**config.mk**
```make
export PLATFORM = sky130hd
export DESIGN_NAME = poe_power_budget_manager
export DESIGN_NICKNAME = d
export VERILOG_FILES = /design/src/rtl/poe_pbm_pkg.sv /design/src/rtl/poe_pbm_alu.sv /design/src/rtl/poe_power_budget_manager.sv
export SDC_FILE = /design/constraint.sdc
export NUM_CORES = 1
export LEC_CHECK = 0
export BUFFER_PORTS_ARGS = -buffer_cell sky130_fd_sc_hd__buf_2
export CAP_MARGIN = 20
export CORE_AREA = 5 5 112 219
export CTS_BUF_LIST = sky130_fd_sc_hd__clkbuf_8
export DETAILED_ROUTE_END_ITERATION = 12
export DIE_AREA = 0 0 117 224
export PLACE_DENSITY = 0.77
export SYNTH_ARGS = -nofsm -noshare
export SYNTH_HDL_FRONTEND = slang
export SYNTH_SLANG_ARGS = --single-unit
```
**constraint.sdc**
```tcl
create_clock -name clk -period 7.8 [get_ports clk]
set_clock_uncertainty 0.2 [all_clocks]
set_input_delay 0.39 -clock clk [delete_from_list [all_inputs] [get_ports clk]]
set_output_delay 0.39 -clock clk [all_outputs]
set_load 0.1 [all_outputs]
```
**src/rtl/poe_pbm_pkg.sv**
```systemverilog
// Shared constants, codes and word types of the PoE power budget manager.
package poe_pbm_pkg;

  localparam int NUM_PORTS = 8;
  localparam int IDX_W     = (NUM_PORTS > 1) ? $clog2(NUM_PORTS) : 1;

  localparam int PORT_W  = 3;
  localparam int POWER_W = 17;
  localparam int PRIO_W  = 8;
  localparam int SUM_W   = 20;
  localparam int HYST_W  = 16;
  localparam int CAUSE_W = 2;

  localparam int CFG_IDX_W  = 1;
  localparam int CFG_DATA_W = SUM_W;

  localparam logic [CFG_IDX_W-1:0] REG_TOTAL_BUDGET = 1'b0;
  localparam logic [CFG_IDX_W-1:0] REG_HYSTERESIS   = 1'b1;

  localparam logic [SUM_W-1:0]  TOTAL_RESET = 20'd60000;
  localparam logic [HYST_W-1:0] HYST_RESET  = 16'd2000;

  localparam logic [CAUSE_W-1:0] CAUSE_OWN    = 2'd0;
  localparam logic [CAUSE_W-1:0] CAUSE_SHED   = 2'd1;
  localparam logic [CAUSE_W-1:0] CAUSE_REEN   = 2'd2;
  localparam logic [CAUSE_W-1:0] CAUSE_FORCED = 2'd3;

  typedef enum logic [0:0] {
    ALU_ADD = 1'b0,
    ALU_SUB = 1'b1
  } alu_op_t;

  typedef struct packed {
    alu_op_t          op;
    logic [SUM_W-1:0] a;
    logic [SUM_W-1:0] b;
  } alu_req_t;

  // For a subtract, carry is the borrow: set when a is below b.
  typedef struct packed {
    logic             carry;
    logic [SUM_W-1:0] res;
  } alu_rsp_t;

  typedef struct packed {
    logic [PORT_W-1:0]  port_number;
    logic [POWER_W-1:0] power_mw;
    logic [POWER_W-1:0] port_budget_mw;
    logic [PRIO_W-1:0]  prio_level;
    logic               port_open;
    logic               forced_mode;
    logic               enable_request;
    logic               last_port;
  } pbm_in_t;

  typedef struct packed {
    logic [PORT_W-1:0]  action_port;
    logic               power_on;
    logic [CAUSE_W-1:0] cause;
    logic               last_action;
  } pbm_out_t;

endpackage

```
**src/rtl/poe_pbm_alu.sv**
```systemverilog
// Shared add and subtract unit with carry and borrow out.
module poe_pbm_alu import poe_pbm_pkg::*; (
  input  alu_req_t req,
  output alu_rsp_t rsp
);

  logic [SUM_W:0] wide;

  always_comb begin
    case (req.op)
      ALU_ADD: wide = {1'b0, req.a} + {1'b0, req.b};
      ALU_SUB: wide = {1'b0, req.a} - {1'b0, req.b};
      default: wide = '0;
    endcase
    rsp.carry = wide[SUM_W];
    rsp.res   = wide[SUM_W-1:0];
  end

endmodule

```
**src/rtl/poe_power_budget_manager.sv**
```systemverilog
// Top level of the PoE power budget manager: sequencer, port state and output stage.
//
//   channel  | signals                     | word / data
//   ---------+-----------------------------+---------------------------
//   input    | in_valid, in_stall          | in_word  (pbm_in_t)
//   output   | out_valid, out_stall        | out_word (pbm_out_t)
//   config   | cfg_we, cfg_index           | cfg_data (total, hysteresis)
//
// A non-final word: accept, own-budget compare and, if in range and within budget, sum add.
// A word that ends a scan then runs the end-of-scan checks and port walks.
// All compares and adds go through one shared adder, one operation per cycle.
// A stalled output holds the sequencer only when a second result is ready to move.
// Reset is synchronous; it restores budget, margin, over-budget marks and permissions at once.
module poe_power_budget_manager import poe_pbm_pkg::*; (
  input  logic                  clk,
  input  logic                  rst,
  input  logic                  in_valid,
  output logic                  in_stall,
  input  pbm_in_t               in_word,
  output logic                  out_valid,
  input  logic                  out_stall,
  output pbm_out_t              out_word,
  input  logic                  cfg_we,
  input  logic [CFG_IDX_W-1:0]  cfg_index,
  input  logic [CFG_DATA_W-1:0] cfg_data
);

  typedef enum logic [9:0] {
    S_IDLE   = 10'b0000000001,
    S_OWN    = 10'b0000000010,
    S_ADD    = 10'b0000000100,
    S_LIMIT  = 10'b0000001000,
    S_MARGIN = 10'b0000010000,
    S_HYST   = 10'b0000100000,
    S_SHED   = 10'b0001000000,
    S_REEN   = 10'b0010000000,
    S_PICK   = 10'b0100000000,
    S_FORCE  = 10'b1000000000
  } state_t;

  // The flush state shares the idle code space only in name; keep it separate.
  typedef enum logic [0:0] {
    FL_NONE = 1'b0,
    FL_DONE = 1'b1
  } flush_t;

  state_t              state;
  flush_t              flush;
  pbm_in_t             item;
  logic [SUM_W-1:0]    total_limit;
  logic [HYST_W-1:0]   hysteresis;
  logic [SUM_W-1:0]    power_sum;
  logic [SUM_W-1:0]    margin_sum;
  logic [IDX_W-1:0]    idx;
  logic [IDX_W-1:0]    pick;
  logic [PRIO_W-1:0]   best;
  logic                pick_valid;
  logic                shed_mode;
  pbm_out_t            pend;
  logic                pend_valid;

  logic [NUM_PORTS-1:0] overbudget_mark;
  logic [NUM_PORTS-1:0] enable_permit;
  logic [NUM_PORTS-1:0] open_seen;
  logic [NUM_PORTS-1:0] forced_on_mark;
  logic [PRIO_W-1:0]    stored_priority [NUM_PORTS];

  alu_req_t         alu_req;
  alu_rsp_t         alu_rsp;
  logic [IDX_W-1:0] item_idx;
  logic [IDX_W-1:0] in_idx;
  logic             item_in_range;
  logic             in_in_range;
  logic             walk_last;
  logic             can_push;
  logic             emit_req;
  logic             emit_ok;
  logic             emit_fire;
  logic             flush_fire;
  logic             shed_better;
  logic             reen_cand;
  pbm_out_t         emit_word;

  poe_pbm_alu u_alu (
    .req (alu_req),
    .rsp (alu_rsp)
  );

  assign in_stall      = (state != S_IDLE) || (flush == FL_DONE);
  assign item_idx      = IDX_W'(item.port_number);
  assign in_idx        = IDX_W'(in_word.port_number);
  assign item_in_range = int'(item.port_number) < NUM_PORTS;
  assign in_in_range   = int'(in_word.port_number) < NUM_PORTS;
  assign walk_last     = (idx == IDX_W'(NUM_PORTS - 1));
  assign can_push      = !out_valid || !out_stall;
  assign emit_ok       = !pend_valid || can_push;
  assign emit_fire     = emit_req && emit_ok;
  assign flush_fire    = (flush == FL_DONE) && pend_valid && can_push;
  assign shed_better   = !pick_valid || alu_rsp.carry;
  assign reen_cand     = !open_seen[idx] && overbudget_mark[idx] && enable_permit[idx] &&
                         (!pick_valid || alu_rsp.carry);

  always_comb begin
    alu_req.op = ALU_SUB;
    alu_req.a  = '0;
    alu_req.b  = '0;
    case (state)
      S_OWN: begin
        alu_req.a = SUM_W'(item.port_budget_mw);
        alu_req.b = SUM_W'(item.power_mw);
      end
      S_ADD: begin
        alu_req.op = ALU_ADD;
        alu_req.a  = power_sum;
        alu_req.b  = SUM_W'(item.power_mw);
      end
      S_LIMIT: begin
        alu_req.a = total_limit;
        alu_req.b = power_sum;
      end
      S_MARGIN: begin
        alu_req.op = ALU_ADD;
        alu_req.a  = power_sum;
        alu_req.b  = SUM_W'(hysteresis);
      end
      S_HYST: begin
        alu_req.a = total_limit;
        alu_req.b = margin_sum;
      end
      S_SHED: begin
        // Borrow means this port has a larger priority number than the best so far.
        alu_req.a = SUM_W'(best);
        alu_req.b = SUM_W'(stored_priority[idx]);
      end
      S_REEN: begin
        alu_req.a = SUM_W'(stored_priority[idx]);
        alu_req.b = SUM_W'(best);
      end
      default: begin
        alu_req.op = ALU_SUB;
      end
    endcase
  end

  always_comb begin
    emit_req  = 1'b0;
    emit_word = '0;
    case (state)
      S_OWN: begin
        emit_req              = item_in_range && alu_rsp.carry;
        emit_word.action_port = item.port_number;
        emit_word.power_on    = 1'b0;
        emit_word.cause       = CAUSE_OWN;
      end
      S_PICK: begin
        emit_req              = 1'b1;
        emit_word.action_port = PORT_W'(pick);
        emit_word.power_on    = !shed_mode;
        emit_word.cause       = shed_mode ? CAUSE_SHED : CAUSE_REEN;
      end
      S_FORCE: begin
        emit_req              = forced_on_mark[idx];
        emit_word.action_port = PORT_W'(idx);
        emit_word.power_on    = 1'b1;
        emit_word.cause       = CAUSE_FORCED;
      end
      default: begin
        emit_req = 1'b0;
      end
    endcase
  end

  always_ff @(posedge clk) begin
    if (rst) begin
      state           <= S_IDLE;
      flush           <= FL_NONE;
      pend_valid      <= 1'b0;
      out_valid       <= 1'b0;
      power_sum       <= '0;
      overbudget_mark <= '0;
      enable_permit   <= '1;
      total_limit     <= TOTAL_RESET;
      hysteresis      <= HYST_RESET;
      pick_valid      <= 1'b0;
      shed_mode       <= 1'b0;
      idx             <= '0;
    end else begin
      if (cfg_we) begin
        case (cfg_index)
          REG_TOTAL_BUDGET: total_limit <= cfg_data;
          REG_HYSTERESIS:   hysteresis  <= cfg_data[HYST_W-1:0];
          default:          total_limit <= total_limit;
        endcase
      end

      // A held result moves out only once the next one exists or the word is done,
      // so the last one can carry its end mark.
      if (emit_fire && pend_valid) begin
        out_word  <= pend;
        out_valid <= 1'b1;
      end else if (flush_fire) begin
        out_word  <= '{action_port: pend.action_port, power_on: pend.power_on,
                       cause: pend.cause, last_action: 1'b1};
        out_valid <= 1'b1;
      end else if (!out_stall) begin
        out_valid <= 1'b0;
      end

      if (emit_fire) begin
        pend       <= emit_word;
        pend_valid <= 1'b1;
      end else if (flush_fire) begin
        pend_valid <= 1'b0;
      end

      if (flush == FL_DONE && (!pend_valid || can_push)) begin
        flush <= FL_NONE;
      end

      case (state)
        S_IDLE: begin
          if (in_valid && !in_stall) begin
            item <= in_word;
            if (in_in_range) begin
              stored_priority[in_idx] <= in_word.prio_level;
              open_seen[in_idx]       <= in_word.port_open;
              forced_on_mark[in_idx]  <= in_word.forced_mode & in_word.enable_request;
            end
            state <= S_OWN;
          end
        end
        S_OWN: begin
          if (!item_in_range) begin
            state <= item.last_port ? S_LIMIT : S_IDLE;
          end else if (alu_rsp.carry) begin
            overbudget_mark[item_idx] <= 1'b1;
            if (item.last_port) begin
              state <= S_LIMIT;
            end else begin
              state <= S_IDLE;
              flush <= FL_DONE;
            end
          end else begin
            state <= S_ADD;
          end
        end
        S_ADD: begin
          power_sum <= alu_rsp.carry ? '1 : alu_rsp.res;
          state     <= item.last_port ? S_LIMIT : S_IDLE;
        end
        S_LIMIT: begin
          idx        <= '0;
          pick_valid <= 1'b0;
          if (alu_rsp.carry) begin
            shed_mode <= 1'b1;
            state     <= S_SHED;
          end else begin
            state <= S_MARGIN;
          end
        end
        S_MARGIN: begin
          // A carry here puts sum plus margin above any budget value.
          if (alu_rsp.carry) begin
            state <= S_FORCE;
          end else begin
            margin_sum <= alu_rsp.res;
            state      <= S_HYST;
          end
        end
        S_HYST: begin
          shed_mode <= 1'b0;
          state     <= alu_rsp.carry ? S_FORCE : S_REEN;
        end
        S_SHED: begin
          if (shed_better) begin
            pick       <= idx;
            best       <= stored_priority[idx];
            pick_valid <= 1'b1;
          end
          if (walk_last) begin
            state <= S_PICK;
          end else begin
            idx <= idx + IDX_W'(1);
          end
        end
        S_REEN: begin
          if (open_seen[idx]) begin
            if (overbudget_mark[idx]) begin
              enable_permit[idx] <= 1'b1;
            end
          end else if (reen_cand) begin
            pick       <= idx;
            best       <= stored_priority[idx];
            pick_valid <= 1'b1;
          end
          if (walk_last) begin
            idx   <= '0;
            state <= (pick_valid || (!open_seen[idx] && reen_cand)) ? S_PICK : S_FORCE;
          end else begin
            idx <= idx + IDX_W'(1);
          end
        end
        S_PICK: begin
          if (emit_ok) begin
            if (shed_mode) begin
              enable_permit[pick]   <= 1'b0;
              overbudget_mark[pick] <= 1'b1;
            end else begin
              overbudget_mark[pick] <= 1'b0;
            end
            idx   <= '0;
            state <= S_FORCE;
          end
        end
        S_FORCE: begin
          if (!forced_on_mark[idx] || emit_ok) begin
            if (walk_last) begin
              power_sum <= '0;
              state     <= S_IDLE;
              flush     <= FL_DONE;
            end else begin
              idx <= idx + IDX_W'(1);
            end
          end
        end
        default: begin
          state <= S_IDLE;
        end
      endcase
    end
  end

`ifndef SYNTHESIS
  a_idle_empty: assert property (@(posedge clk) disable iff (rst)
    !in_stall |-> !pend_valid)
    else $error("block ready while a result is still held");

  a_accept_own: assert property (@(posedge clk) disable iff (rst)
    (in_valid && !in_stall) |=> (state == S_OWN))
    else $error("accepted word did not start the own-budget check");

  a_flush_last: assert property (@(posedge clk) disable iff (rst)
    flush_fire |=> (out_valid && out_word.last_action))
    else $error("final result of a word lacks its end mark");

  a_shed_bars: assert property (@(posedge clk) disable iff (rst)
    (state == S_PICK && shed_mode && emit_ok) |=>
      (!enable_permit[$past(pick)] && overbudget_mark[$past(pick)]))
    else $error("shed port was not barred and marked");
`endif

endmodule
```
### Word-level counts from Yosys, hierarchy flattened

Memory sizes are Yosys's and may differ from the RTL's. A register that Yosys moved wholly into a read port is not among the register bits.
Cells that the tools add are included.

* add/subtract/negate cells: 3
* $lt $le $gt $ge: 8
* equality and inequality tests: 27
* mux-type cells: 88
* bitwise logic cells: 10
* reductions and logical operators: 52

Operators by type and width (number)
* $pmux 40 s7: 1
* $mux 10: 10
* $pmux 10 s10: 1
* $mux 8: 10
* $mux 20: 3
* $pmux 8 s2: 3
* $pmux 21 s2: 1
* $pmux 20 s2: 1
* $ne 2x2->1 const B: 14
* $mux 1: 27
* $mux 3: 9
* $or 8x8->8: 3
* $add 20x20->21: 1
* $mux 7: 3
* $sub 20x20->21: 1
* $pmux 6 s3: 1
* $and 8x8->8: 2
* $bwmux 8: 2
* $lt 3x4->1 const B: 4
* $pmux 3 s5: 1
* $reduce_and 3->1: 5
* $logic_and 1x1->1: 14
* $reduce_bool 2->1: 7
* $bmux 1 s3: 4
* other kinds (33): 60

* flip-flop bits (word level): 188
* memory bits (writable): 64
* input port bits: 75
* output and inout bits: 9
* memories: 1

Memories
* stored_priority: words 8, width 8, read ports 1, clocked after Yosys merged registers in 1, wr ports 1, RTL line poe_power_budget_manager.sv:66 `logic [PRIO_W-1:0] stored_priority [NUM_PORTS];`

### Logic depth before layout (Yosys ltp)

Gate-level depths: netlist of run 1.

* depth in word-level cells: 11
* mapped depth: 24

### Cells and area by module

From an unflattened synthesis of run 1, not the netlist that was laid out.

* cell total of the unflattened synthesis: 1112
* area total of the unflattened synthesis: 12290.5 µm²

Modules (own cells, without submodules)
* poe_power_budget_manager: times used 1, cells each 893, area an instance 10792.9 µm²
* poe_pbm_alu: times used 1, cells each 219, area an instance 1497.7 µm²

### Least setup slack after synthesis of run 1

Ideal clock, no wire load.

* kind: reg2reg
* start: register state[8]
* end: memory stored_priority[1][0] (enable)
* setup time: 0.384 ns
* arrival time: 7.324 ns
* data required time: 7.216 ns
* slack: -0.108 ns
* stages on the path, launching flop included: 8
* buffers on the path: 1
* clock period less this slack: 7.908 ns
* cell sequence: dfxtp_1 or4_1 clkbuf_1 nor3_1 nand4_1 nor4b_1 nand2_1 nor3_1

* word-level cells in the longest chain between the ends: 8

Ends and longest elaborated chain
* start: declaration: RTL line poe_power_budget_manager.sv:47 `state_t state;`
* start signal: assignment: RTL line poe_power_budget_manager.sv:234 `state <= item.last_port ? S_LIMIT : S_IDLE;`
* start signal: assignment: RTL line poe_power_budget_manager.sv:249 `state <= item.last_port ? S_LIMIT : S_IDLE;`
* start signal: assignment: RTL line poe_power_budget_manager.sv:272 `state <= alu_rsp.carry ? S_FORCE : S_REEN;`
* $ne 10x1->1: RTL line poe_power_budget_manager.sv:89 `assign in_stall = (state != S_IDLE) || (flush == FL_DONE);`
* $logic_or 1x1->1: RTL line poe_power_budget_manager.sv:89
* $logic_not 1->1: RTL line poe_power_budget_manager.sv:222 `if (in_valid && !in_stall) begin`
* $logic_and 1x1->1: RTL line poe_power_budget_manager.sv:222
* $mux 1: RTL line poe_power_budget_manager.sv:222
* $mux 1 (*): RTL line poe_power_budget_manager.sv:220 `case (state)`
* $mux 1 (*): RTL line poe_power_budget_manager.sv:174 `if (rst) begin`
* $mux 1 (not written as such) (*): RTL line poe_power_budget_manager.sv:225 `stored_priority[in_idx] <= in_word.prio_level;`
* end: declaration: RTL line poe_power_budget_manager.sv:66

Mark *: on every way between the ends. The rest lies on a longest branch, timed or not.

==> reports/results.tsv, run 1 <==
stage	metric	value	unit
timing	hold_viol	0	
global_route	grt_use_total	27.9	%
timing	max_freq	152	MHz
worst_setup_path	critPathBufInv	1	
timing	fin_setup_tns	0	ns
cts	insertion_delay	0.54	ns
place	dpl_cell_area	0.0132	mm2
cts	cts_setup_buffers	0	
layout	finalNonFillerCells	1620	
timing	rsz0062_at_grt	false	
synthesis	yosys.cell_types.count	82	
worst_setup_path	startpoint_type	flop	
worst_setup_path	crit_chain	mux4_2 -> mux2i_1 -> nor3_1 -> a2111oi_2 -> nand4_1 -> nor2_1 -> nand2_1 -> o21ai_0 -> xnor2_1 -> ha_1 -> a21o_1 -> a21oi_1 -> o21bai_1 -> nor3b_1 -> o211ai_1 -> and2_1 -> nand3_1 -> buf_4 -> nand3_1 -> a311oi_1	
layout	regArea	0.00667	mm2
layout	final_core_util	65.0	%
timing	slew_viol_final	0	
worst_setup_path	cpMostUsedCell	nand3_1	
worst_setup_path	cp_top_family	compound AO/OA/AOI/OAI gates	
layout	layout.nets	1412	
floorplanning	die_w	117	um
worst_setup_path	critPathSlowestCell	dfxtp_1	
timing	relSlewSlack	25.4	%
global_route	grt_pass1_wl	56100	um
worst_setup_path	max_stage_delay	0.84	ns
routing	routedWlPerCell	22.4	um
floorplanning	coreArea	0.0226	mm2
timing	timing.final.crit_share	84.5	%
cts	clk_pin_slew	0.07	ns
hold_path	hold_class	in2reg	
synthesis	ys.flop_type	edfxtp_1	
worst_setup_path	r2r_cells	20	
routing	drtIter0Drc	1067	
worst_setup_path	r2r-end	out_word[0]	
synthesis	yosysSeqAreaShare	53.0	%
place	dp.cells	1484	
synthesis	syn-num-nets	1278	
layout	fill_cells	1829	
synthesis	synth_seq_cells	253	
hold_path	hold_depth	5	
cts	cts_buffers	36	
cts	clockBufferDepth	3	
global_route	grt_max_degree	92	
flow_run	cap_viol_max_count	0	
worst_setup_path	critPathKind	reg2reg	
global_route	antenna_found_initial	0	
worst_setup_path	critPathCaptureType	flop	
timing	hold_slack	0.107	ns
cts	root_buffer	clkbuf_8	
place	hpwlAfterDp	24600	um
cts	h-tree-depth	2	
worst_setup_path	rrSetupSlack	1.21	ns
layout	syn2layout_area_growth	17.0	%
synthesis	yosys_warnings	0	
floorplanning	pin_count	84	
power_and_ir_drop	pwr_density_cell	247	mW/mm2
routing	viasPerCell	6.35	
layout	final_cell_area	0.0147	mm2
routing	drtAntennaViolNets	0	
layout	drive_above_1_share	16.1	%
floorplanning	dieArea	0.0262	mm2
cts	cts_tree	done	
power_and_ir_drop	peakVddDrop	0.203	mV
hold_path	hold-path-endpoint	out_valid	
outcome	status	finished clean	
routing	remaining_drc_errors	0	
routing	finalWirelength	36200	um
synthesis	syn_avg_cell_area	10.7	um2
synthesis	synthArstFlopShare	0	%
routing	vias	10293	
floorplanning	die_h	224	um
timing	fin_ws	1.21	ns
timing	max_slew.worst_pin.slew	1.11	ns
power_and_ir_drop	total_power	3.64	mW
timing	setup_viol	0	
global_route	grt_pass1_vias	10428	
routing	first_pass_iters	9	
synthesis	synth_edf_count	160	
place	pre_cts_ws	1.38	ns
layout	multi_input_area	0.00545	mm2
synthesis	synth_area_leaders	edfxtp_1, dfxtp_1, nand2_1	
synthesis	syn_area	0.0126	mm2
worst_setup_path	required	7.75	ns
global_route	grt_remaining_overflow	0	
place	io_buffers	83	
synthesis	syn-instance-count	1177	
timing	fin_crit	6.59	ns
synthesis	yosysTopAreaCell	edfxtp_1	
worst_setup_path	crit_cells	20	
place	place_congestion	0.972	
cts	cts_sinks	253	
hold_path	min_from	out_stall	
floorplanning	initial_core_util	55.6	%
synthesis	synthDominantCellAreaShare	38.2	%
floorplanning	std_cell_rows	78	
worst_setup_path	worstPathArrival	6.54	ns
worst_setup_path	cp_max_fo	14	
power_and_ir_drop	p_leak	5.47	nW
power by group:
part,internal [mW],switching (mW)
combinational,0.326,0.561
sequential,1.51,0.0560
clock,0.686,0.509
total,2.52,1.13
cells in the mapped netlist, drive strengths merged (10+ instances only):
cell type / number
o22ai: 12
xor2: 11
nand2b: 10
dfxtp: 93
a211oi: 15
buf: 19
edfxtp: 160
mux4: 16
ha: 25
a21oi: 89
a22o: 10
a221oi: 13
a22oi: 21
nand3b: 24
a21o: 16
nor2: 68
and3: 15
clkbuf: 62
nand3: 27
and2: 11
xnor2: 22
nor3: 42
inv: 35
o21ai: 34
nand2: 143
a31oi: 13
a222oi: 19
cells in the final DEF (no fill, tap or decap), types with 14 or more instances in the layout:
cell type / instances
a21o_1: 16
a21oi_1: 87
a222oi_1: 19
a22oi_1: 21
and3_1: 14
buf_2: 83
buf_4: 26
clkbuf_8: 41
dfxtp_1: 93
dlygate4sd3_1: 68
edfxtp_1: 160
ha_1: 25
inv_1: 41
mux4_2: 16
nand2_1: 143
nand3_1: 27
nand3b_1: 24
nor2_1: 67
nor3_1: 39
o21ai_0: 32
xnor2_1: 22
state kept, by name, summed over array words and instances, names as in the netlist, 3 cells and up, named ones only:
register	flops
stored_priority	64
forced_on_mark	8
pick	3
enable_permit	8
power_sum	20
margin_sum	20
state	10
total_limit	20
hysteresis	16
pend	5
item	35
item_idx	3
out_word	6
idx	3
best	8
open_seen	8
area by class of cell:
cell class                 count  share of cell area (%)
antenna                        1                  0.0170
tap                          280                    2.38
clock buffer                  41                    3.83
clock inverter                25                    1.84
inverter                      35                   0.892
timing repair buffer         177                    8.77
sequential                   253                    45.3
multi-input combinational    808                    37.0
cells by family after synthesis:
logic type      count (synthesis)  synth area share (%)
fa+ha+maj                      26                  2.64
mux                            33                  4.29
buf+inv                       116                  3.94
xor+xnor                       33                  2.30
compound gates                314                  17.4
flops                         253                  53.0
simple gates                  402                  16.4
per-layer routing:
metal	wire, um	part of all wire [%]	global-route usage [%]
met5	0	0	0
met4	2900	8.0	18.9
met2	18800	52	48.9
met1	12400	34	30.7
met3	2090	5.8	3.54
how the worst max path moves through the flow:
stage | to | slack, ns
4_1_cts | out_word[0] | 1.34
6_report | out_word[0] | 1.21
3_3_place_gp | out_word[5] | 1.51
2_1_floorplan | margin_sum[0] | 1.59
5_1_grt | out_word[0] | 0.72
3_5_place_dp | out_word[4] | 1.38
tightest hold or removal path, cell delays in order:
cell	delay [ns]
buf_2	0.12
nand2_1	0.12
nand2b_1	0.07
nand2_1	0.07
a31oi_1	0.04
timing repair:
action,4_1_cts,5_1_grt
hold buffers,68,0
endpoints found under the hold margin,147,0
gates resized for setup,0,0
No activity file was read; power rests on OpenSTA's default activity.
==> run 2, diff against run 1 <==
--- a/config.mk
+++ b/config.mk
@@ -5,13 +5,14 @@
 export SDC_FILE = /design/constraint.sdc
 export NUM_CORES = 1
 export LEC_CHECK = 0
+export ABC_AREA = 1
 export BUFFER_PORTS_ARGS = -buffer_cell sky130_fd_sc_hd__buf_2
 export CAP_MARGIN = 20
-export CORE_AREA = 5 5 112 219
+export CORE_AREA = 5 5 109 213
 export CTS_BUF_LIST = sky130_fd_sc_hd__clkbuf_8
 export DETAILED_ROUTE_END_ITERATION = 12
-export DIE_AREA = 0 0 117 224
-export PLACE_DENSITY = 0.77
+export DIE_AREA = 0 0 114 218
+export PLACE_DENSITY = 0.81
 export SYNTH_ARGS = -nofsm -noshare
 export SYNTH_HDL_FRONTEND = slang
 export SYNTH_SLANG_ARGS = --single-unit
==> constraint.sdc (replaced) <==
create_clock -name clk -period 6.3 [get_ports clk]
set_clock_uncertainty 0.2 [all_clocks]
set_input_delay 0.315 -clock clk [delete_from_list [all_inputs] [get_ports clk]]
set_output_delay 0.315 -clock clk [all_outputs]
set_load 0.1 [all_outputs]
==> reports/results.tsv, run 2 <==
stage	metric	value	unit	change
place	dp.cells	1822		+23%
synthesis	synth_seq_cells	253		unchanged
power_and_ir_drop	p_leak	6.64	nW	+21%
layout	fill_cells	1647		-10%
hold_path	hold_class	in2reg		
synthesis	synthArstFlopShare	0	%	unchanged
cts	cts_sinks	253		unchanged
layout	final_common_cell	nand2_1		
timing	fin_ws	0.546	ns	-0.666 ns
power_and_ir_drop	power.share.clock	25.8	%	-7.0 points
worst_setup_path	cpMostUsedCell	nand2_1		
layout	finalNonFillerCells	1959		+21%
cts	h-tree-depth	2		unchanged
worst_setup_path	startpoint_type	flop		
global_route	grt_pass1_vias	11681		+12%
worst_setup_path	critPathSlowestCell	dfxtp_1		
synthesis	ys.flop_type	edfxtp_1		
outcome	status	finished clean		
layout	syn2layout_area_growth	16.1	%	
power_and_ir_drop	peakVddDrop	0.253	mV	+25%
routing	drtAntennaViolNets	0		unchanged
timing	setup_viol	0		unchanged
worst_setup_path	worstPathArrival	5.76	ns	-0.78 ns
synthesis	synth_edf_count	160		unchanged
timing	max_slew.worst_pin.slew	0.883	ns	-0.227 ns
layout	largest_reg_flops	64		unchanged
layout	layout_common_cells	nand2_1, inv_1, edfxtp_1, nand3_1, nor2_1		
synthesis	yosysSeqAreaShare	50.7	%	-2.3 points
place	io_buffers	83		unchanged
place	pre_cts_ws	0.615	ns	-0.769 ns
synthesis	syn_avg_cell_area	8.80	um2	-18%
power_and_ir_drop	intPower	3.28	mW	+30%
layout	largest-register	stored_priority		
global_route	antenna_found_initial	1		+1
timing	fin_setup_tns	0	ns	unchanged
layout	multi_input_area	0.00556	mm2	+1.9%
cts	insertion_delay	0.57	ns	+0.03 ns
flow_run	cap_viol_max_count	0		unchanged
layout	layout.nets	1759		+25%
power_and_ir_drop	seqPwrFrac	36.4	%	-6.5 points
power_and_ir_drop	total_power	5.47	mW	+50%
layout	drive_above_1_share	15.2	%	-0.86 points
global_route	grt_pass1_wl	63900	um	+14%
worst_setup_path	critPathCaptureType	flop		
power_and_ir_drop	p_switching	2.19	mW	+94%
floorplanning	coreArea	0.0214	mm2	-5.5%
synthesis	yosysTopAreaCell	edfxtp_1		
power_and_ir_drop	combPwrFrac	37.8	%	+13 points
floorplanning	pin_count	84		unchanged
synthesis	syn-instance-count	1496		+27%
place	hpwlAfterDp	30500	um	+24%
cts	cts_tree	done		
global_route	grt_max_degree	57		-38%
floorplanning	die_h	218	um	-2.7%
floorplanning	initial_core_util	61.5	%	+5.9 points
timing	hold_viol	0		unchanged
layout	regArea	0.00667	mm2	unchanged
synthesis	syn_area	0.0132	mm2	+4.6%
routing	drtIter0Drc	844		-21%
cts	clockBufferDepth	3		unchanged
floorplanning	dieArea	0.0249	mm2	-5.2%
timing	relSlewSlack	41.1	%	+16 points
worst_setup_path	required	6.31	ns	-1.44 ns
routing	vias	11507		+12%
global_route	grt_remaining_overflow	0		unchanged
layout	top_regs	stored_priority: 64 flops, item: 35 flops		
layout	final_core_util	71.4	%	+6.4 points
power_and_ir_drop	pwr_density_cell	358	mW/mm2	+44%
timing	slew_viol_final	0		unchanged
routing	remaining_drc_errors	0		unchanged
synthesis	yosys.cell_types.count	59		-28%
worst_setup_path	critPathKind	reg2reg		
routing	routedWlPerCell	21.7	um	-2.7%
cts	clk_pin_slew	0.07	ns	about the same
synthesis	yosysMostFrequentCell	nand2_1		
timing	timing.final.crit_share	91.3	%	+6.9 points
global_route	grt_use_total	34.5	%	+6.6 points
routing	viasPerCell	5.87		-7.6%
timing	fin_crit	5.75	ns	-0.834 ns
timing	hold_slack	0.0179	ns	-0.0889 ns
layout	final_cell_area	0.0153	mm2	+3.8%
cts	cts_setup_buffers	0		unchanged
worst_setup_path	cp_max_fo	9		-5
place	dpl_cell_area	0.0138	mm2	+4.6%
cts	cts_buffers	37		+2.8%
place	place_congestion	1.05		+7.8%
synthesis	synthDominantCellAreaShare	36.5	%	-1.7 points
routing	first_pass_iters	6		-3
synthesis	syn-num-nets	1597		+25%
floorplanning	std_cell_rows	76		-2.6%
synthesis	yosys_warnings	0		unchanged
power_and_ir_drop	p_sw_share	40.0	%	+9.1 points
timing	rsz0062_at_grt	false		
cts	root_buffer	clkbuf_8		
timing	max_freq	174	MHz	+15%
synthesis	synth_area_leaders	edfxtp_1, dfxtp_1, nand2_1		
floorplanning	die_w	114	um	-2.6%
worst_setup_path	max_stage_delay	0.43	ns	-0.41 ns
synthesis	synth_common_cells	nand2_1, edfxtp_1, inv_1		
routing	finalWirelength	42600	um	+18%
==> run 2: changes by cell type after synthesis, sizes merged, moves of 14 or more <==
cell    change
a21o       -14
a21oi      -29
a222oi     -19
and3       -15
clkbuf     -30
inv       +130
mux4       -16
nand2     +238
nand3     +117
nand3b     -23
nand4      +16
nor2       +55
o21ai      +62
==> run 2: per-layer routing <==
layer | GRT usage, % | share of wire, % | wire length, um
met5 | 0 | 0 | 0
met4 | 33.6 | 12 | 5070
met2 | 62.4 | 53 | 22500
met1 | 31.4 | 30 | 12900
met3 | 5.05 | 5.0 | 2110
==> run 2: cell families (layout without fill, tap and decap cells) <==
logic type	Yosys count	count (layout)	share of synthesized area, %
AO/OA/AOI/OAI	238	238	11.1
XOR/XNOR	33	33	2.20
adder cells (fa/ha/maj)	26	26	2.53
buffers and inverters	225	414	7.26
flip-flops	253	253	50.7
other	0	1	0
AND/OR/NAND/NOR	721	721	26.3
==> run 2: cell type report <==
cell class,count,share of cell area [%]
clock inverter,27,1.51
antenna,1,0.0164
sequential,253,43.6
clock buffer,39,3.51
tap,273,2.24
inverter,169,4.18
timing repair buffer,179,8.56
multi-input combinational,1018,36.4
==> run 2: what timing repair did <==
| item | in CTS | in global routing |
|---|---|---|
| endpoints found under the hold margin | 148 | 0 |
| setup endpoints to repair | 0 | 0 |
| resized for setup | 0 | 0 |
| hold buffers | 69 | 0 |
==> run 2: path summary, 6_finish.rpt <==
kind | start | end | slack (ns) | depth (start not counted)
setup / recovery | state[9] | pend[5] | 0.55 | 30
hold / removal | in_word[1] | forced_on_mark[5] | 0.02 | 3
setup reg to reg | state[9] | pend[5] | 0.55 | 30
hold reg to reg | pend[3] | out_word[3] | 0.22 | 0
==> run 2: power by group through the flow <==
stage	Combinational [mW]	Clock [mW]	Sequential, mW
4_1_cts	2.02	1.42	1.98
2_1_floorplan	1.43	0	1.99
6_report	2.07	1.41	1.99
3_3_place_gp	1.96	0	2.02
5_1_grt	2.22	1.49	1.99
3_5_place_dp	1.98	0	2.02
==> run 2: critical path: cells and delay by family (launching register included) <==
kind	cells	cell delay, ns
DFF	1	0.43
and+or+nand+nor	17	2.47
xor gates and xnor gates	1	0.16
buffers and inverters	5	0.49
adders and majority gates	2	0.53
AOI/OAI and AO/OA	5	1.09
==> run 3, diff against run 2 <==
--- a/config.mk
+++ b/config.mk
@@ -12,7 +12,9 @@
 export CTS_BUF_LIST = sky130_fd_sc_hd__clkbuf_8
 export DETAILED_ROUTE_END_ITERATION = 12
 export DIE_AREA = 0 0 114 218
+export HOLD_SLACK_MARGIN = 0.03
 export PLACE_DENSITY = 0.81
+export RECOVER_POWER = 100
 export SYNTH_ARGS = -nofsm -noshare
 export SYNTH_HDL_FRONTEND = slang
 export SYNTH_SLANG_ARGS = --single-unit
==> reports/results.tsv, run 3 (synthesized netlist as in run 2, its figures left out) <==
stage	metric	value	unit	change
layout	layout_common_cells	nand2_1, inv_1, edfxtp_1, nand3_1, nor2_1		
global_route	antenna_found_initial	1		unchanged
floorplanning	die_h	218	um	unchanged
layout	fill_cells	1682		+2.1%
worst_setup_path	cp_max_fo	8		-1
cts	root_buffer	clkbuf_8		
worst_setup_path	startpoint_type	flop		
hold_path	hold_class	in2reg		
worst_setup_path	critPathCaptureType	flop		
layout	drive_above_1_share	12.2	%	-3.0 points
cts	h-tree-depth	2		unchanged
floorplanning	initial_core_util	61.5	%	unchanged
global_route	grt_remaining_overflow	0		unchanged
worst_setup_path	required	6.38	ns	+0.07 ns
routing	remaining_drc_errors	0		unchanged
floorplanning	coreArea	0.0214	mm2	unchanged
routing	drtAntennaViolNets	0		unchanged
timing	rsz0062_at_grt	false		
power_and_ir_drop	combPwrFrac	37.5	%	-0.3 points
floorplanning	pin_count	84		unchanged
global_route	grt_pass1_vias	11668		-0.11%
power_and_ir_drop	peakVddDrop	0.251	mV	-0.62%
place	io_buffers	83		unchanged
cts	clockBufferDepth	3		unchanged
cts	cts_tree	done		
floorplanning	dieArea	0.0249	mm2	unchanged
timing	fin_setup_tns	0	ns	unchanged
power_and_ir_drop	p_switching	2.17	mW	-0.79%
timing	fin_crit	5.80	ns	+0.0469 ns
floorplanning	std_cell_rows	76		unchanged
timing	fin_ws	0.499	ns	-0.0469 ns
floorplanning	die_w	114	um	unchanged
global_route	grt_use_total	34.6	%	about the same
layout	layout.nets	1761		+0.11%
timing	relSlewSlack	-48.2	%	-89 points
layout	final_cell_area	0.0152	mm2	-0.67%
cts	insertion_delay	0.57	ns	about the same
outcome	status	finished, violations left		
routing	routedWlPerCell	21.8	um	about the same
cts	cts_sinks	253		unchanged
place	pre_cts_ws	0.615	ns	unchanged
place	hpwlAfterDp	30500	um	unchanged
layout	final_core_util	70.9	%	-0.48 points
power_and_ir_drop	power.share.clock	25.9	%	about the same
global_route	grt_max_degree	57		unchanged
power_and_ir_drop	p_leak	6.51	nW	-2.0%
timing	hold_viol	0		unchanged
layout	largest-register	stored_priority		
worst_setup_path	worstPathArrival	5.88	ns	+0.12 ns
timing	timing.final.crit_share	92.1	%	+0.75 points
place	place_congestion	1.05		unchanged
layout	largest_reg_flops	64		unchanged
worst_setup_path	max_stage_delay	0.41	ns	-0.02 ns
global_route	grt_pass1_wl	63900	um	about the same
flow_run	cap_viol_max_count	3		+3
worst_setup_path	critPathSlowestCell	dfxtp_1		
timing	max_slew.worst_pin.slew	2.22	ns	+1.34 ns
layout	top_regs	stored_priority: 64 flops, item: 35 flops		
routing	finalWirelength	42700	um	+0.19%
cts	cts_buffers	37		unchanged
routing	first_pass_iters	5		-1
worst_setup_path	critPathKind	reg2reg		
timing	slew_viol_final	122		+122
routing	viasPerCell	5.89		+0.25%
cts	cts.repair.resized	0		unchanged
routing	vias	11547		+0.35%
power_and_ir_drop	p_sw_share	39.9	%	-0.14 points
place	dpl_cell_area	0.0138	mm2	unchanged
power_and_ir_drop	seqPwrFrac	36.6	%	+0.2 points
power_and_ir_drop	pwr_density_cell	358	mW/mm2	+0.22%
power_and_ir_drop	intPower	3.27	mW	-0.23%
routing	drtIter0Drc	803		-4.9%
cts	clk_pin_slew	0.07	ns	about the same
layout	final_common_cell	nand2_1		
timing	setup_viol	0		unchanged
timing	max_freq	172	MHz	-0.81%
layout	syn2layout_area_growth	15.3	%	
outcome	violations	max-capacitance violations, max-slew violations		
worst_setup_path	cpMostUsedCell	nand2_1		
-- run 3: worst paths after layout --
path                            startpoint               to  slack (ns)  depth (start not counted)
worst min register to register     pend[3]      out_word[3]        0.22                          0
worst min-delay path             cfg_index  total_limit[13]        0.06                          5
worst max register to register    state[5]      out_word[5]        0.50                         31
worst max-delay path              state[5]      out_word[5]        0.50                         31
-- run 3: area by class of cell --
| class | instances | area, um2 | share of cell area (%) |
|---|---|---|---|
| sequential | 253 | 6670 | 43.9 |
| timing repair buffer | 181 | 1240 | 8.18 |
| antenna | 1 | 2.50 | 0.0165 |
| clock buffer | 39 | 537 | 3.54 |
| multi-input combinational | 1018 | 5520 | 36.4 |
| inverter | 169 | 639 | 4.21 |
| tap | 273 | 342 | 2.25 |
| clock inverter | 27 | 231 | 1.52 |
-- run 3: stage by stage --
| stage | power [mW] | std cells | hold WS [ns] |
|---|---|---|---|
| floorplan | 3.43 | 1496 | 0.200 |
| global placement | 3.98 | 1822 | 0.202 |
| detailed placement | 4.00 | 1822 | 0.205 |
| CTS | 5.42 | 1959 | 0.0450 |
| global route | 5.68 | 1961 | 0.0703 |
| finish | 5.44 | 1961 | 0.0616 |
-- run 3: power groups by stage --
stage               clock [mW]  combinational (mW)  sequential [mW]
floorplan                    0                1.43             1.99
global placement             0                1.96             2.02
detailed placement           0                1.98             2.02
CTS                       1.42                2.02             1.98
global route              1.49                2.19             1.99
finish                    1.41                2.04             1.99
-- run 3: critical path, delay by kind of cell, from the launching register on --
family                     cells  cell delay [ns]
buffers and inverters          4             0.43
adders and majority gates      2             0.53
AOI/OAI and AO/OA              5             1.06
DFF                            1             0.41
xor gates and xnor gates       1             0.16
and+or+nand+nor               19             2.68
-- run 3: what timing repair did --
item / 4_1_cts / 5_1_grt
hold buffers: 71 / 0
buffers inserted: 0 / 0
endpoints found under the hold margin: 167 / 0
-- run 3: layer usage --
| metal | vias up | track usage (%) | share of wire [%] |
|---|---|---|---|
| li1 | 5420 | - | - |
| met1 | 5336 | 31.2 | 30 |
| met2 | 550 | 62.1 | 52 |
| met5 | - | 0 | 0 |
| met3 | 241 | 5.72 | 5.6 |
| met4 | 0 | 33.9 | 12 |
